File: src/rtl/hrcc_pkg.sv
// types and constants for the http request completeness checker
// used by http_request_completeness_check_core, no dependencies
package hrcc_pkg;

	localparam int unsigned BYTE_W = 8;
	localparam int unsigned CLEN_W = 16;
	// result word: complete, header_done, content_length, bad_length, padded to bytes
	localparam int unsigned RES_W  = 24;

	localparam logic [7:0] CHAR_CR    = 8'h0d;
	localparam logic [7:0] CHAR_LF    = 8'h0a;
	localparam logic [7:0] CHAR_TAB   = 8'h09;
	localparam logic [7:0] CHAR_VT    = 8'h0b;
	localparam logic [7:0] CHAR_FF    = 8'h0c;
	localparam logic [7:0] CHAR_SPACE = 8'h20;
	localparam logic [7:0] CHAR_PLUS  = 8'h2b;
	localparam logic [7:0] CHAR_MINUS = 8'h2d;
	localparam logic [7:0] CHAR_COLON = 8'h3a;
	localparam logic [7:0] CHAR_ZERO  = 8'h30;
	localparam logic [7:0] CHAR_NINE  = 8'h39;
	localparam logic [7:0] CHAR_UP_A  = 8'h41;
	localparam logic [7:0] CHAR_UP_Z  = 8'h5a;
	localparam logic [7:0] CASE_BIT   = 8'h20;

	// length of the header name "content-length"
	localparam logic [3:0] NAME_LEN = 4'd14;

	typedef enum logic [2:0] {
		PH_REQ  = 3'b001,
		PH_HDR  = 3'b010,
		PH_BODY = 3'b100
	} parse_phase_t;

	typedef enum logic [4:0] {
		VP_NONE   = 5'b00001,
		VP_LEAD   = 5'b00010,
		VP_SIGNED = 5'b00100,
		VP_DIGITS = 5'b01000,
		VP_DONE   = 5'b10000
	} value_phase_t;

	// lower-case "content-length", one character per match position
	function automatic logic [7:0] name_char(logic [3:0] pos);
		logic [7:0] ch;
		unique case (pos)
			4'd0:    ch = 8'h63; // c
			4'd1:    ch = 8'h6f; // o
			4'd2:    ch = 8'h6e; // n
			4'd3:    ch = 8'h74; // t
			4'd4:    ch = 8'h65; // e
			4'd5:    ch = 8'h6e; // n
			4'd6:    ch = 8'h74; // t
			4'd7:    ch = 8'h2d; // -
			4'd8:    ch = 8'h6c; // l
			4'd9:    ch = 8'h65; // e
			4'd10:   ch = 8'h6e; // n
			4'd11:   ch = 8'h67; // g
			4'd12:   ch = 8'h74; // t
			4'd13:   ch = 8'h68; // h
			default: ch = 8'h00;
		endcase
		return ch;
	endfunction

endpackage

File: src/rtl/http_request_completeness_check_core.sv
// an input byte waits in the input register, its result then in the result register,
// from which the result transaction completes while m_tready is high
// throughput: one byte per cycle while m_tready is high; each input yields one result
// the parser state loads with the result register, from the byte in the input register
// m_tready low stalls the result register and, through it, the input register
// arst_n clears all valid bits and parser state at once; no clearing pass
// a transaction with s_tuser set restarts the parser before its byte is taken
module http_request_completeness_check_core #(
	parameter int unsigned MAX_CONTENT_LENGTH = 65535
) (
	input  logic                               clk,
	input  logic                               arst_n,
	// input stream
	input  logic                               s_tvalid,
	output logic                               s_tready,
	input  logic [hrcc_pkg::BYTE_W-1:0]        s_tdata,  // [7:0] data_byte
	input  logic                               s_tuser,  // [0] first
	// result stream
	output logic                               m_tvalid,
	input  logic                               m_tready,
	output logic [hrcc_pkg::RES_W-1:0]         m_tdata   // [0] complete, [1] header_done,
	                                                     // [17:2] content_length,
	                                                     // [18] bad_length, [23:19] zero
);
	import hrcc_pkg::*;

	// width of the length accumulator and body counter
	localparam int unsigned LEN_W  = $clog2(64'(MAX_CONTENT_LENGTH) + 64'd1);
	// accumulator times ten plus a digit
	localparam int unsigned PROD_W = LEN_W + 4;
	localparam logic [LEN_W-1:0]  MAX_L = LEN_W'(MAX_CONTENT_LENGTH);
	localparam logic [PROD_W-1:0] MAX_P = PROD_W'(MAX_CONTENT_LENGTH);

	// input register
	logic              valid_s1;
	logic [7:0]        data_s1;
	logic              first_s1;

	// result register
	logic              valid_s2;
	logic [RES_W-1:0]  res_s2;

	// parser state
	parse_phase_t      phase_q;
	logic              prior_lf_q;
	logic              colon_q;
	logic [3:0]        match_pos_q;
	logic              mismatch_q;
	value_phase_t      vphase_q;
	logic              negative_q;
	logic              found_q;
	logic [LEN_W-1:0]  accum_q;
	logic [LEN_W-1:0]  body_q;
	logic              error_q;

	// state seen by the byte (after a restart) and next state
	parse_phase_t      phase_c,    phase_d;
	logic              prior_lf_c, prior_lf_d;
	logic              colon_c,    colon_d;
	logic [3:0]        match_pos_c, match_pos_d;
	logic              mismatch_c, mismatch_d;
	value_phase_t      vphase_c,   vphase_d;
	logic              negative_c, negative_d;
	logic              found_c,    found_d;
	logic [LEN_W-1:0]  accum_c,    accum_d;
	logic [LEN_W-1:0]  body_c,     body_d;
	logic              error_c,    error_d;

	logic              advance;
	logic              is_digit;
	logic              is_blank;
	logic              is_sign;
	logic [7:0]        lower_c;
	logic [PROD_W-1:0] accum_ext;
	logic [PROD_W-1:0] prod;
	logic [LEN_W-1:0]  eff_len;
	logic              done;
	logic              complete;
	logic [31:0]       eff_wide;
	logic [RES_W-1:0]  res_d;

	// result register frees up when empty or when its transaction completes
	assign advance  = valid_s1 && (!valid_s2 || m_tready);
	assign s_tready = !valid_s1 || advance;
	assign m_tvalid = valid_s2;
	assign m_tdata  = res_s2;

	// character classes
	assign is_digit  = (data_s1 >= CHAR_ZERO) && (data_s1 <= CHAR_NINE);
	assign is_blank  = (data_s1 == CHAR_SPACE) || (data_s1 == CHAR_TAB) ||
	                   (data_s1 == CHAR_VT) || (data_s1 == CHAR_FF);
	assign is_sign   = (data_s1 == CHAR_PLUS) || (data_s1 == CHAR_MINUS);
	assign lower_c   = ((data_s1 >= CHAR_UP_A) && (data_s1 <= CHAR_UP_Z)) ?
	                   (data_s1 | CASE_BIT) : data_s1;

	// restart on the first byte of a request
	always_comb begin
		if (first_s1) begin
			phase_c     = PH_REQ;
			prior_lf_c  = 1'b0;
			colon_c     = 1'b0;
			match_pos_c = 4'd0;
			mismatch_c  = 1'b0;
			vphase_c    = VP_NONE;
			negative_c  = 1'b0;
			found_c     = 1'b0;
			accum_c     = '0;
			body_c      = '0;
			error_c     = 1'b0;
		end else begin
			phase_c     = phase_q;
			prior_lf_c  = prior_lf_q;
			colon_c     = colon_q;
			match_pos_c = match_pos_q;
			mismatch_c  = mismatch_q;
			vphase_c    = vphase_q;
			negative_c  = negative_q;
			found_c     = found_q;
			accum_c     = accum_q;
			body_c      = body_q;
			error_c     = error_q;
		end
	end

	// accumulator * 10 + digit, by shifts
	assign accum_ext = PROD_W'(accum_c);
	assign prod      = (accum_ext << 3) + (accum_ext << 1) + PROD_W'(data_s1 - CHAR_ZERO);

	// per-byte parser update
	always_comb begin
		phase_d     = phase_c;
		prior_lf_d  = prior_lf_c;
		colon_d     = colon_c;
		match_pos_d = match_pos_c;
		mismatch_d  = mismatch_c;
		vphase_d    = vphase_c;
		negative_d  = negative_c;
		found_d     = found_c;
		accum_d     = accum_c;
		body_d      = body_c;
		error_d     = error_c;

		// carriage returns change nothing
		if (data_s1 != CHAR_CR) begin
			priority if (phase_c == PH_BODY) begin
				if (body_c < MAX_L) begin
					body_d = body_c + LEN_W'(1);
				end
			end else if (data_s1 == CHAR_LF) begin
				priority if (phase_c == PH_REQ) begin
					phase_d = PH_HDR;
				end else if (prior_lf_c) begin
					phase_d = PH_BODY;
				end else begin
					// line ended inside a value with no digits yet
					if (vphase_c == VP_LEAD || vphase_c == VP_SIGNED) begin
						error_d = 1'b1;
					end
					vphase_d = VP_NONE;
				end
				colon_d     = 1'b0;
				match_pos_d = 4'd0;
				mismatch_d  = 1'b0;
				prior_lf_d  = 1'b1;
			end else begin
				prior_lf_d = 1'b0;
				if (phase_c == PH_HDR) begin
					priority if (vphase_c != VP_NONE) begin
						// length value, read like stoi
						if (vphase_c == VP_LEAD && is_blank) begin
							vphase_d = VP_LEAD;
						end else if (vphase_c == VP_LEAD && is_sign) begin
							negative_d = (data_s1 == CHAR_MINUS);
							vphase_d   = VP_SIGNED;
						end else if (vphase_c != VP_DONE) begin
							if (is_digit) begin
								if (prod > MAX_P) begin
									accum_d = MAX_L;
									if (!negative_c) begin
										error_d = 1'b1;
									end
								end else begin
									accum_d = prod[LEN_W-1:0];
								end
								vphase_d = VP_DIGITS;
							end else begin
								if (vphase_c != VP_DIGITS) begin
									error_d = 1'b1;
								end
								vphase_d = VP_DONE;
							end
						end
					end else if (colon_c) begin
						// rest of the line is ignored
						colon_d = colon_c;
					end else if (data_s1 == CHAR_COLON) begin
						colon_d = 1'b1;
						if (!mismatch_c && match_pos_c == NAME_LEN && !found_c) begin
							found_d  = 1'b1;
							vphase_d = VP_LEAD;
						end
					end else if (mismatch_c) begin
						mismatch_d = mismatch_c;
					end else if (match_pos_c >= NAME_LEN) begin
						mismatch_d = 1'b1;
					end else if (lower_c == name_char(match_pos_c)) begin
						match_pos_d = match_pos_c + 4'd1;
					end else begin
						mismatch_d = 1'b1;
					end
				end
			end
		end
	end

	// result from the updated state
	assign eff_len  = (!found_d || negative_d) ? '0 : accum_d;
	assign done     = (phase_d == PH_BODY);
	assign complete = done && (body_d >= eff_len);
	assign eff_wide = 32'(eff_len);
	assign res_d    = {5'd0, error_d, eff_wide[CLEN_W-1:0], done, complete};

	always_ff @(posedge clk or negedge arst_n) begin
		if (!arst_n) begin
			valid_s1 <= 1'b0;
		end else if (s_tready) begin
			valid_s1 <= s_tvalid;
		end
	end

	always_ff @(posedge clk) begin
		if (s_tvalid && s_tready) begin
			data_s1  <= s_tdata;
			first_s1 <= s_tuser;
		end
	end

	always_ff @(posedge clk or negedge arst_n) begin
		if (!arst_n) begin
			valid_s2 <= 1'b0;
		end else if (advance) begin
			valid_s2 <= 1'b1;
		end else if (m_tready) begin
			valid_s2 <= 1'b0;
		end
	end

	always_ff @(posedge clk) begin
		if (advance) begin
			res_s2 <= res_d;
		end
	end

	always_ff @(posedge clk or negedge arst_n) begin
		if (!arst_n) begin
			phase_q     <= PH_REQ;
			prior_lf_q  <= 1'b0;
			colon_q     <= 1'b0;
			match_pos_q <= 4'd0;
			mismatch_q  <= 1'b0;
			vphase_q    <= VP_NONE;
			negative_q  <= 1'b0;
			found_q     <= 1'b0;
			accum_q     <= '0;
			body_q      <= '0;
			error_q     <= 1'b0;
		end else if (advance) begin
			phase_q     <= phase_d;
			prior_lf_q  <= prior_lf_d;
			colon_q     <= colon_d;
			match_pos_q <= match_pos_d;
			mismatch_q  <= mismatch_d;
			vphase_q    <= vphase_d;
			negative_q  <= negative_d;
			found_q     <= found_d;
			accum_q     <= accum_d;
			body_q      <= body_d;
			error_q     <= error_d;
		end
	end

`ifndef ASSERT_OFF
	// a complete request always has its header finished
	a_complete_needs_header: assert property (@(posedge clk) disable iff (!arst_n)
		m_tvalid |-> (!m_tdata[0] || m_tdata[1]))
		else $error("complete without header_done");

	// a length error only comes from a content-length value
	a_error_needs_found: assert property (@(posedge clk) disable iff (!arst_n)
		error_q |-> found_q)
		else $error("length error without content-length line");

	// body bytes are only counted after the header
	a_body_only_in_body: assert property (@(posedge clk) disable iff (!arst_n)
		(body_q != '0) |-> (phase_q == PH_BODY))
		else $error("body count outside body phase");

	// a value is only parsed on a header line
	a_value_only_in_header: assert property (@(posedge clk) disable iff (!arst_n)
		(vphase_q != VP_NONE) |-> (phase_q == PH_HDR))
		else $error("value parse outside header phase");

	// every parser update leaves a result behind
	a_advance_gives_result: assert property (@(posedge clk) disable iff (!arst_n)
		advance |=> valid_s2)
		else $error("update without result");
`endif

endmodule

File: config.mk
export PLATFORM = sky130hd
export DESIGN_NAME = http_request_completeness_check_core
export DESIGN_NICKNAME = d
export VERILOG_FILES = /design/src/rtl/hrcc_pkg.sv /design/src/rtl/http_request_completeness_check_core.sv
export SDC_FILE = /design/constraint.sdc
export NUM_CORES = 1
export LEC_CHECK = 0
export ABC_AREA = 1
export BUFFER_PORTS_ARGS = -buffer_cell sky130_fd_sc_hd__buf_2
export CORE_MARGIN = 2
export CORE_UTILIZATION = 60
export DETAILED_ROUTE_END_ITERATION = 8
export GPL_TIMING_DRIVEN = 0
export PLACE_DENSITY = 0.79
export SETUP_SLACK_MARGIN = 0.2
export SLEW_MARGIN = 40
export SYNTH_ARGS = -nofsm -noshare
export SYNTH_HDL_FRONTEND = slang
export SYNTH_SLANG_ARGS = --single-unit
export TNS_END_PERCENT = 50
File: constraint.sdc
create_clock -name clk -period 9.85 [get_ports clk]
set_input_delay 1.97 -clock clk [delete_from_list [all_inputs] [get_ports clk]]
set_output_delay 1.97 -clock clk [all_outputs]
set_load 0.01 [all_outputs]
* Word-level counts from Yosys, hierarchy flattened *
Memories as Yosys holds them, arrays and structs flattened.
Cells that the tools add are included.

word-level totals
  register bits after elaboration = 80
  bits in read-only memories = 112
  input bits = 13
  output and inout port bits = 26
  logic and storage cells = 189
  memories = 1

operators by class
  add/subtract/negate cells = 5
  order comparisons = 8
  equal/unequal tests = 20
  mux-type cells = 116
  reduce and logical (&&, ||, !) cells = 23

memory list
  memory           depth  width  rd ports  clocked after Yosys merged registers in  write ports  line            source
  (no name shown)  16     7      1         0                                        0            hrcc_pkg.sv:45  unique case (pos)

operator list
  kind                                                                                 count
  16-bit two-way mux                                                                   16
  5-bit two-way mux                                                                    15
  8-bit two-way mux                                                                    9
  1-bit two-way mux                                                                    58
  4-bit two-way mux                                                                    11
  8-bit by 4-bit equality test with 1-bit output, second input constant                4
  8-bit by 6-bit equality test with 1-bit output, second input constant                4
  19-bit by 17-bit adder with 20-bit output                                            1
  20-bit adder                                                                         1
  20-bit by 16-bit > comparator with 1-bit output, second input constant               1
  3-bit two-way mux                                                                    6
  16-bit by 1-bit adder with 16-bit output, second input constant                      1
  16-bit greater-or-equal comparator                                                   1
  16-bit less-than comparator, second input constant                                   1
  1-bit logical AND                                                                    9
  8-bit by 6-bit subtractor with 9-bit output, second input constant                   1
  8-bit equality test                                                                  1
  8-bit by 6-bit greater-or-equal comparator with 1-bit output, second input constant  1
  8-bit by 7-bit greater-or-equal comparator with 1-bit output, second input constant  1
  8-bit by 6-bit <= comparator with 1-bit output, second input constant                1
  8-bit by 7-bit <= comparator with 1-bit output, second input constant                1
  1-bit logical OR                                                                     8
  8-bit by 4-bit != test with 1-bit output, second input constant                      1
  3-bit equality test, second input constant                                           2
  other kinds (13)                                                                     17

* Longest topological paths before layout *
Gate-level depths: netlist of run 1.

  depth after elaboration = 22
  gate-level depth with buffers = 35
  depth with buffers taken out = 32

* Worst setup path before layout of run 1 *
No wires, ideal clock.

  kind = flip-flop to flip-flop
  from = register data_s1[4]
  to = register res_s2[0], in the netlist m_tdata[0], data pin
  library setup time = 0.249 ns
  arrival = 4.789 ns
  data required time = 9.601 ns
  slack = 4.812 ns
  stages on the path, launching flop included = 32
  path buffers = 0
  cells stage by stage = edfxtp_1 ha_1 nor2_1 inv_1 fa_1 inv_1 ha_1 inv_1 o21ai_0 nand2_1 a21oi_1 nor2_1 nand2_1 nand2_1 nand2_1 inv_1 nor2_1 nand2_1 nor2_2 inv_1 o21bai_2 nor2_4 inv_2 ha_1 nand2_1 nor2_1 a211oi_1 o221ai_1 nand2_1 nand3_1 nand2_1 inv_1

between the ends
  word-level cells in the longest chain between the ends = 16
  elaborated cells on any way between the ends = 55
  classes of those cells = add/sub: 2; order compare: 4; eq/ne: 10; mux: 29; reduce/logical: 10

RTL lines
  what                                             line                                         source
  from (decl)                                      http_request_completeness_check_core.sv:36   logic [7:0] data_s1;
  from (signal assigned)                           http_request_completeness_check_core.sv:233  data_s1 <= s_tdata;
  8-bit by 6-bit subtractor with 9-bit output      http_request_completeness_check_core.sv:127  assign prod = (accum_ext << 3) + (accum_ext << 1) + PROD_W'(data_s1 - CHAR_ZERO);
  20-bit adder                                     http_request_completeness_check_core.sv:127
  20-bit by 16-bit > comparator with 1-bit output  http_request_completeness_check_core.sv:177  if (prod > MAX_P) begin
  16-bit two-way mux                               http_request_completeness_check_core.sv:177
  16-bit two-way mux                               http_request_completeness_check_core.sv:176  if (is_digit) begin
  16-bit two-way mux                               http_request_completeness_check_core.sv:175  end else if (vphase_c != VP_DONE) begin
  16-bit two-way mux                               http_request_completeness_check_core.sv:172  end else if (vphase_c == VP_LEAD && is_sign) begin
  16-bit two-way mux                               http_request_completeness_check_core.sv:170  if (vphase_c == VP_LEAD && is_blank) begin
  (+2 left out)                                    --
  16-bit two-way mux                               http_request_completeness_check_core.sv:149  end else if (data_s1 == CHAR_LF) begin
  16-bit two-way mux                               http_request_completeness_check_core.sv:145  priority if (phase_c == PH_BODY) begin
  16-bit two-way mux                               http_request_completeness_check_core.sv:144  if (data_s1 != CHAR_CR) begin
  16-bit two-way mux *                             http_request_completeness_check_core.sv:217  assign eff_len = (!found_d || negative_d) ? '0 : accum_d;
  named net eff_len[2]                             http_request_completeness_check_core.sv:76   logic [LEN_W-1:0] eff_len;
  16-bit greater-or-equal comparator *             http_request_completeness_check_core.sv:219  assign complete = done && (body_d >= eff_len);
  1-bit logical AND *                              http_request_completeness_check_core.sv:219
  named net complete                               http_request_completeness_check_core.sv:78   logic complete;
  to (signal assigned)                             http_request_completeness_check_core.sv:250  res_s2 <= res_d;
  to (decl)                                        http_request_completeness_check_core.sv:41   logic [RES_W-1:0] res_s2;

The timed path passes the listed nets; every way through them passes the cells marked *.
A chain may end at the register's enable or synchronous reset.

* Worst setup path after layout of run 1 *
  from = register first_s1
  to = register res_s2[0], in the netlist m_tdata[0], data pin

between the ends
  word-level cells in the longest chain between the ends = 17
  elaborated cells on any way between the ends = 67
  classes of those cells = add/sub: 3; order compare: 3; eq/ne: 8; mux: 44; reduce/logical: 9

RTL lines
  what                                                                                         line                                                                                      source
  from (decl)                                                                                  http_request_completeness_check_core.sv:37                                                logic first_s1;
  from (signal assigned)                                                                       http_request_completeness_check_core.sv:234                                               first_s1 <= s_tuser;
  16-bit two-way mux (tied with other cells)                                                   http_request_completeness_check_core.sv:98                                                if (first_s1) begin
  19-bit by 17-bit adder with 20-bit output (tied with other cells)                            http_request_completeness_check_core.sv:127
  20-bit adder / 1-bit logical AND (equally long branches)                                     http_request_completeness_check_core.sv:127, http_request_completeness_check_core.sv:198
  20-bit by 16-bit > comparator with 1-bit output / 1-bit logical AND (equally long branches)  http_request_completeness_check_core.sv:177, http_request_completeness_check_core.sv:198
  16-bit two-way mux / 1-bit two-way mux (equally long branches)                               http_request_completeness_check_core.sv:177, http_request_completeness_check_core.sv:198
  16-bit two-way mux / 1-bit two-way mux (equally long branches)                               http_request_completeness_check_core.sv:176, http_request_completeness_check_core.sv:196
  16-bit two-way mux / 1-bit two-way mux (equally long branches)                               http_request_completeness_check_core.sv:175, http_request_completeness_check_core.sv:193
  16-bit two-way mux / 1-bit two-way mux (equally long branches)                               http_request_completeness_check_core.sv:172, http_request_completeness_check_core.sv:168
  (+3 left out)                                                                                --
  16-bit two-way mux / 1-bit two-way mux (equally long branches)                               http_request_completeness_check_core.sv:149, http_request_completeness_check_core.sv:144
  16-bit two-way mux / 1-bit logical NOT (equally long branches)                               http_request_completeness_check_core.sv:145, http_request_completeness_check_core.sv:217
  16-bit two-way mux / 1-bit logical OR (equally long branches)                                http_request_completeness_check_core.sv:144, http_request_completeness_check_core.sv:217
  16-bit two-way mux *                                                                         http_request_completeness_check_core.sv:217
  named net eff_len[2]                                                                         http_request_completeness_check_core.sv:76
  16-bit greater-or-equal comparator *                                                         http_request_completeness_check_core.sv:219
  1-bit logical AND *                                                                          http_request_completeness_check_core.sv:219
  named net complete                                                                           http_request_completeness_check_core.sv:78

Marked as above.

==> flow_metrics.tcl, run 1 <==
set metrics [dict create \
    slew_headroom 0.4765 \
    nNetsFinal 1109 \
    critPathRequiredTime_ps 9980 \
    cts_tree "built" \
    wire_per_inst_um 15.74 \
    place.detailed.hpwl_um 14250 \
    dr_wl_met3_um 1322 \
    timing.setup.tns_ps 0 \
    core_um2 11420 \
    ant_nets 0 \
    cts.hold.buffers_added 0 \
    ys.flop_type "dfrtp_1" \
    worst_pin_slew_ps 785.2 \
    cts_setup_buffers 0 \
    cap_viol_max_count 0 \
    criticalPathCategory "flop to flop" \
    setup_viol_count_final 0 \
    startpoint "first_s1" \
    cts.htree.levels 3 \
    vias_per_cell 5.676 \
    ios 39 \
    grt_pass1_vias 6209 \
    diodes 0 \
    syn_area_per_cell_um2 7.152 \
    synth_area_leader_cell "dfrtp_1" \
    synth_cell_types 55 \
    grt_overflow 0 \
    antenna_found_initial 0 \
    postSynth.asyncResetShare 0.6500 \
    cp.arrival_ps 6360 \
    fmax_mhz 160.5 \
    syn_area_um2 7038 \
    cp_max_fo 10 \
    row_count 39 \
    yosysSeqAreaShare 0.3047 \
    routed.top_layer "met4" \
    grt_max_degree 53 \
    p_per_area_nw_per_um2 123.1 \
    die_h_um 112.3 \
    cts_resized 0 \
    start_kind "flop" \
    ys_seq_elements 80 \
    period_share 0.6327 \
    grt_pass1_wl_um 30390 \
    cts_buffers 9 \
    layout-drive-gt1-share 0.1281 \
    wirelength_um 18590 \
    drtIter0Drc 806 \
    outcome "completed" \
    wl_met2_um 8543 \
    max_stage_delay_ps 570 \
    endpoint_kind "flop" \
    initial_utilization 0.6164 \
    drc 0 \
    hp-class "flop to flop" \
    hold_viol 0 \
    synth_area_leaders "dfrtp_1 18%, nand2_1 14%, edfxtp_1 12%" \
    cpMaxStageDelayCell "fa_1" \
    yosysWarnings 0 \
    skew_ps 13.89 \
    drt-pass1-iter-count 6 \
    ctsLongestPathBuffers 2 \
    final_common_cell "nand2_1" \
    leakage_nw 3.850 \
    worstSkewPairLatency_ps 360 \
    die_area_um2 12610 \
    path_clk_slew_ps 70 \
    syn_inst 984 \
    m1WireLength_um 7938 \
    drv_slew 0 \
    final_core_util 0.6766 \
    track_usage 0.3035 \
    cp_common_cell "nand2_1" \
    rsz0062_at_grt "false" \
    root_buffer "clkbuf_16" \
    rr_startpoint "first_s1" \
    area_growth_pct 9.778 \
    synth_top_area_frac 0.1778 \
    globalplace.congestion 0.9783 \
    fin_crit_ps 6232 \
    via_count 6703 \
    die_w_um 112.3 \
    fillers 1004 \
    synth_edf_count 28 \
    clkSinkCount 80 \
    hp-start "accum_q[10]" \
    peakVddDrop_v 0.0001360 \
    final_cell_mix "264 x nand2_1, 145 x inv_1, 90 x nor2_1" \
    io_buffers 33 \
]
## report_power, final
part	switching [W]	total [W]	internal, W
Combinational	0.000147	0.000211	0.0000640
Sequential	0.0000216	0.000396	0.000374
Clock	0.000147	0.000344	0.000197
## cell usage after synthesis, drive strengths merged, types with 4 or more instances
cell,instances
nand2,272
inv,168
nor2,118
nand3,63
o21ai,62
dfrtp,50
ha,48
a21oi,40
edfxtp,28
nand4,16
fa,15
nor3,14
xor2,14
buf,12
xnor2,11
clkbuf,10
nor4,5
o22ai,5
a31oi,4
## per-layer routing
layer,vias to the layer above,global-route usage
met4,0,0.1325
met2,276,0.4920
met3,68,0.06156
met1,3107,0.3967
met5,-,0
li1,3252,-
## state kept, by name, indices dropped and copies added (netlist names), 3 cells and up
register     count
m_tdata         19
phase_q          3
data_s1          8
body_q          16
accum_q         16
vphase_q         5
match_pos_q      4
## through the flow
stage	cell area [um^2]	hold slack (ps)	worst slack (ps)	instances	total power [W]
CTS	7721	485.9	3678	1181	0.0009468
global placement	7397	465.3	3711	1164	0.0006003
floorplan	7053	449.2	4812	988	0.0005367
detailed placement	7431	465.1	3703	1165	0.0006081
global route	7726	510.5	3140	1181	0.0009902
finish	7726	488.2	3618	1181	0.0009508
## critical path: cells and delay by family, from the launching register on
| family | cells | cell delay, ps |
|---|---|---|
| simple gates | 17 | 2250 |
| flops | 1 | 460 |
| compound gates | 3 | 580 |
| fa+ha+maj | 3 | 1260 |
| buf+inv | 8 | 1430 |
## final timing paths
| check | endpoint | slack (ps) | cells after the start |
|---|---|---|---|
| worst max-delay path | m_tdata[0] | 3620 | 31 |
| worst min-delay path | accum_q[10] | 490 | 2 |
| worst max register to register | m_tdata[0] | 3620 | 31 |
| worst min register to register | accum_q[10] | 490 | 2 |
| max in group asynchronous | m_tvalid | 7680 | 1 |
| min in group asynchronous | match_pos_q[2] | 1660 | 1 |
## cells by family (layout without fill, tap and decap cells)
kind of cell | after synthesis | after routing | synth area share
simple gates | 494 | 494 | 0.3214
buf+inv | 190 | 240 | 0.1086
compound gates | 131 | 131 | 0.1056
flops | 80 | 80 | 0.3047
fa+ha+maj | 63 | 63 | 0.1280
xor+xnor | 25 | 25 | 0.03111
other cells | 1 | 5 | 0.0005328
## final cells by class
cell class              instances  area (um^2)  area share
multi-input cells             718         4151      0.5373
flip-flops and latches         80         2145      0.2776
inverters                     168        638.1     0.08259
clock buffers                  11        232.7     0.03012
repair buffers                 34        195.2     0.02526
well taps                     143        178.9     0.02316
plain buffers                  22        127.6     0.01652
clock inverters                 5        57.56    0.007449
(Power assumes the default switching activity.)
==> run 2, diff against run 1 <==
- clock period: 9.85 -> 5.9 ns (I/O delays scaled with it)
==> flow_metrics.tcl, run 2 (synthesis results as in run 1) <==
set metrics [dict create \
    globalplace.congestion 0.9783 \
    critPathRequiredTime_ps 6030 \
    fin_crit_ps 5346 \
    hp-class "flop to flop" \
    clkSinkCount 80 \
    drc 0 \
    max_stage_delay_ps 510 \
    use_met3 0.05832 \
    combPwrFrac 0.225 \
    endpoint_kind "flop" \
    cts.hold.buffers_added 0 \
    criticalPathCategory "flop to flop" \
    dp_slack_ps -246.7 \
    setup_viol_count_final 0 \
    switching_power_w 0.0005272 \
    leakage_nw 3.862 \
    cp.arrival_ps 5470 \
    start_kind "flop" \
    cp_max_fo 10 \
    rsz0062_at_grt "false" \
    grt_pass1_vias 6194 \
    root_buffer "clkbuf_16" \
    nNetsFinal 1109 \
    multi_input_area_um2 4182 \
    antenna_found_initial 0 \
    cap_viol_max_count 0 \
    die_h_um 112.3 \
    wire_per_inst_um 15.71 \
    worst_pin_slew_ps 773.2 \
    regArea_um2 2145 \
    fillers 1002 \
    worstSkewPairLatency_ps 360 \
    ant_nets 0 \
    grt_pass1_wl_um 30300 \
    cts.htree.levels 3 \
    vias_per_cell 5.660 \
    p_per_area_nw_per_um2 204.8 \
    intPower_w 0.001063 \
    track_usage 0.3024 \
    row_count 39 \
    drv_slew 0 \
    grt_max_degree 53 \
    period_share 0.9061 \
    use_met1 0.3978 \
    cp_common_cell "nand2_1" \
    top_usage_layer "met2" \
    cts_tree "built" \
    die_area_um2 12610 \
    skew_ps 14.63 \
    die_w_um 112.3 \
    cts_buffers 9 \
    core_um2 11420 \
    outcome "completed" \
    initial_utilization 0.6164 \
    final_common_cell "nand2_1" \
    drtIter0Drc 711 \
    place.detailed.hpwl_um 14250 \
    layout-drive-gt1-share 0.1358 \
    setup_slack_ps 554.3 \
    slew_headroom 0.4845 \
    p_total_w 0.001590 \
    power_frac_seq 0.415 \
    drt-pass1-iter-count 5 \
    area_growth_pct 10.35 \
    diodes 0 \
    p_clk_frac 0.360 \
    path_clk_slew_ps 70 \
    timing.setup.tns_ps 0 \
    wirelength_um 18550 \
    largest_register_ffs 19 \
    p_sw_frac 0.3315 \
    ctsLongestPathBuffers 2 \
    io_buffers 33 \
    ios 39 \
    hold_slack_ps 489.6 \
    fmax_mhz 187.1 \
    hold_viol 0 \
    via_count 6684 \
    peakVddDrop_v 0.0002254 \
    cpMaxStageDelayCell "fa_2" \
    use_met2 0.4892 \
    grt_overflow 0 \
    final_cell_mix "263 x nand2_1, 144 x inv_1, 88 x nor2_1" \
]
-- run 2: cell types whose count changed in the layout (fill, tap and decap cells not counted), sizes merged --
cell	delta
clkbuf	-1
buf	+1
-- run 2: repair_timing --
item                       CTS  global route
buffers inserted             0             1
pin swaps                    0             0
resized for setup            6             8
setup endpoints to repair    1             1
-- run 2: worst paths after layout --
kind,startpoint,end,depth (start not counted),slack [ps]
setup / recovery,first_s1,m_tdata[0],29,550
hold / removal,accum_q[10],accum_q[10],2,490
setup reg to reg,first_s1,m_tdata[0],29,550
hold reg to reg,accum_q[10],accum_q[10],2,490
max in group asynchronous,arst_n,accum_q[12],1,4540
min in group asynchronous,arst_n,match_pos_q[2],1,860
-- run 2: final cells by class --
type / count / share of cell area
Multi-Input combinational cell: 718 / 0.5384
Sequential cell: 80 / 0.2761
Inverter: 168 / 0.08217
Clock buffer: 11 / 0.02997
Timing Repair Buffer: 35 / 0.02610
Tap cell: 143 / 0.02304
Buffer: 21 / 0.01676
Clock inverter: 5 / 0.007411
-- run 2: metal layers --
layer | vias to the layer above | wire [um]
met5 | - | 0
met1 | 3098 | 7795
li1 | 3261 | -
met4 | 0 | 677
met3 | 59 | 1396
met2 | 266 | 8684
-- run 2: power by group through the flow --
stage	combinational (W)	sequential [W]	clock [W]
floorplan	0.000225	0.000671	0
global placement	0.000332	0.000670	0
detailed placement	0.000345	0.000670	0
CTS	0.000349	0.000660	0.000573
global route	0.000395	0.000665	0.000598
finish	0.000357	0.000660	0.000573
-- run 2: metrics by stage --
step	instance area, um^2	util	instances
final	7766	0.6801	1181
after global routing	7766	0.6801	1181
after CTS	7736	0.6775	1180
after detailed placement	7431	0.6508	1165
after global placement	7397	0.6478	1164
after floorplan	7053	-	988
-- run 2: worst max-delay path, delay by kind of cell (launching register included) --
| kind | cells | cell delay, ps |
|---|---|---|
| AOI/OAI and AO/OA | 4 | 640 |
| adders and majority gates | 3 | 1210 |
| buffers and inverters | 7 | 990 |
| DFF | 1 | 430 |
| and+or+nand+nor | 15 | 1820 |
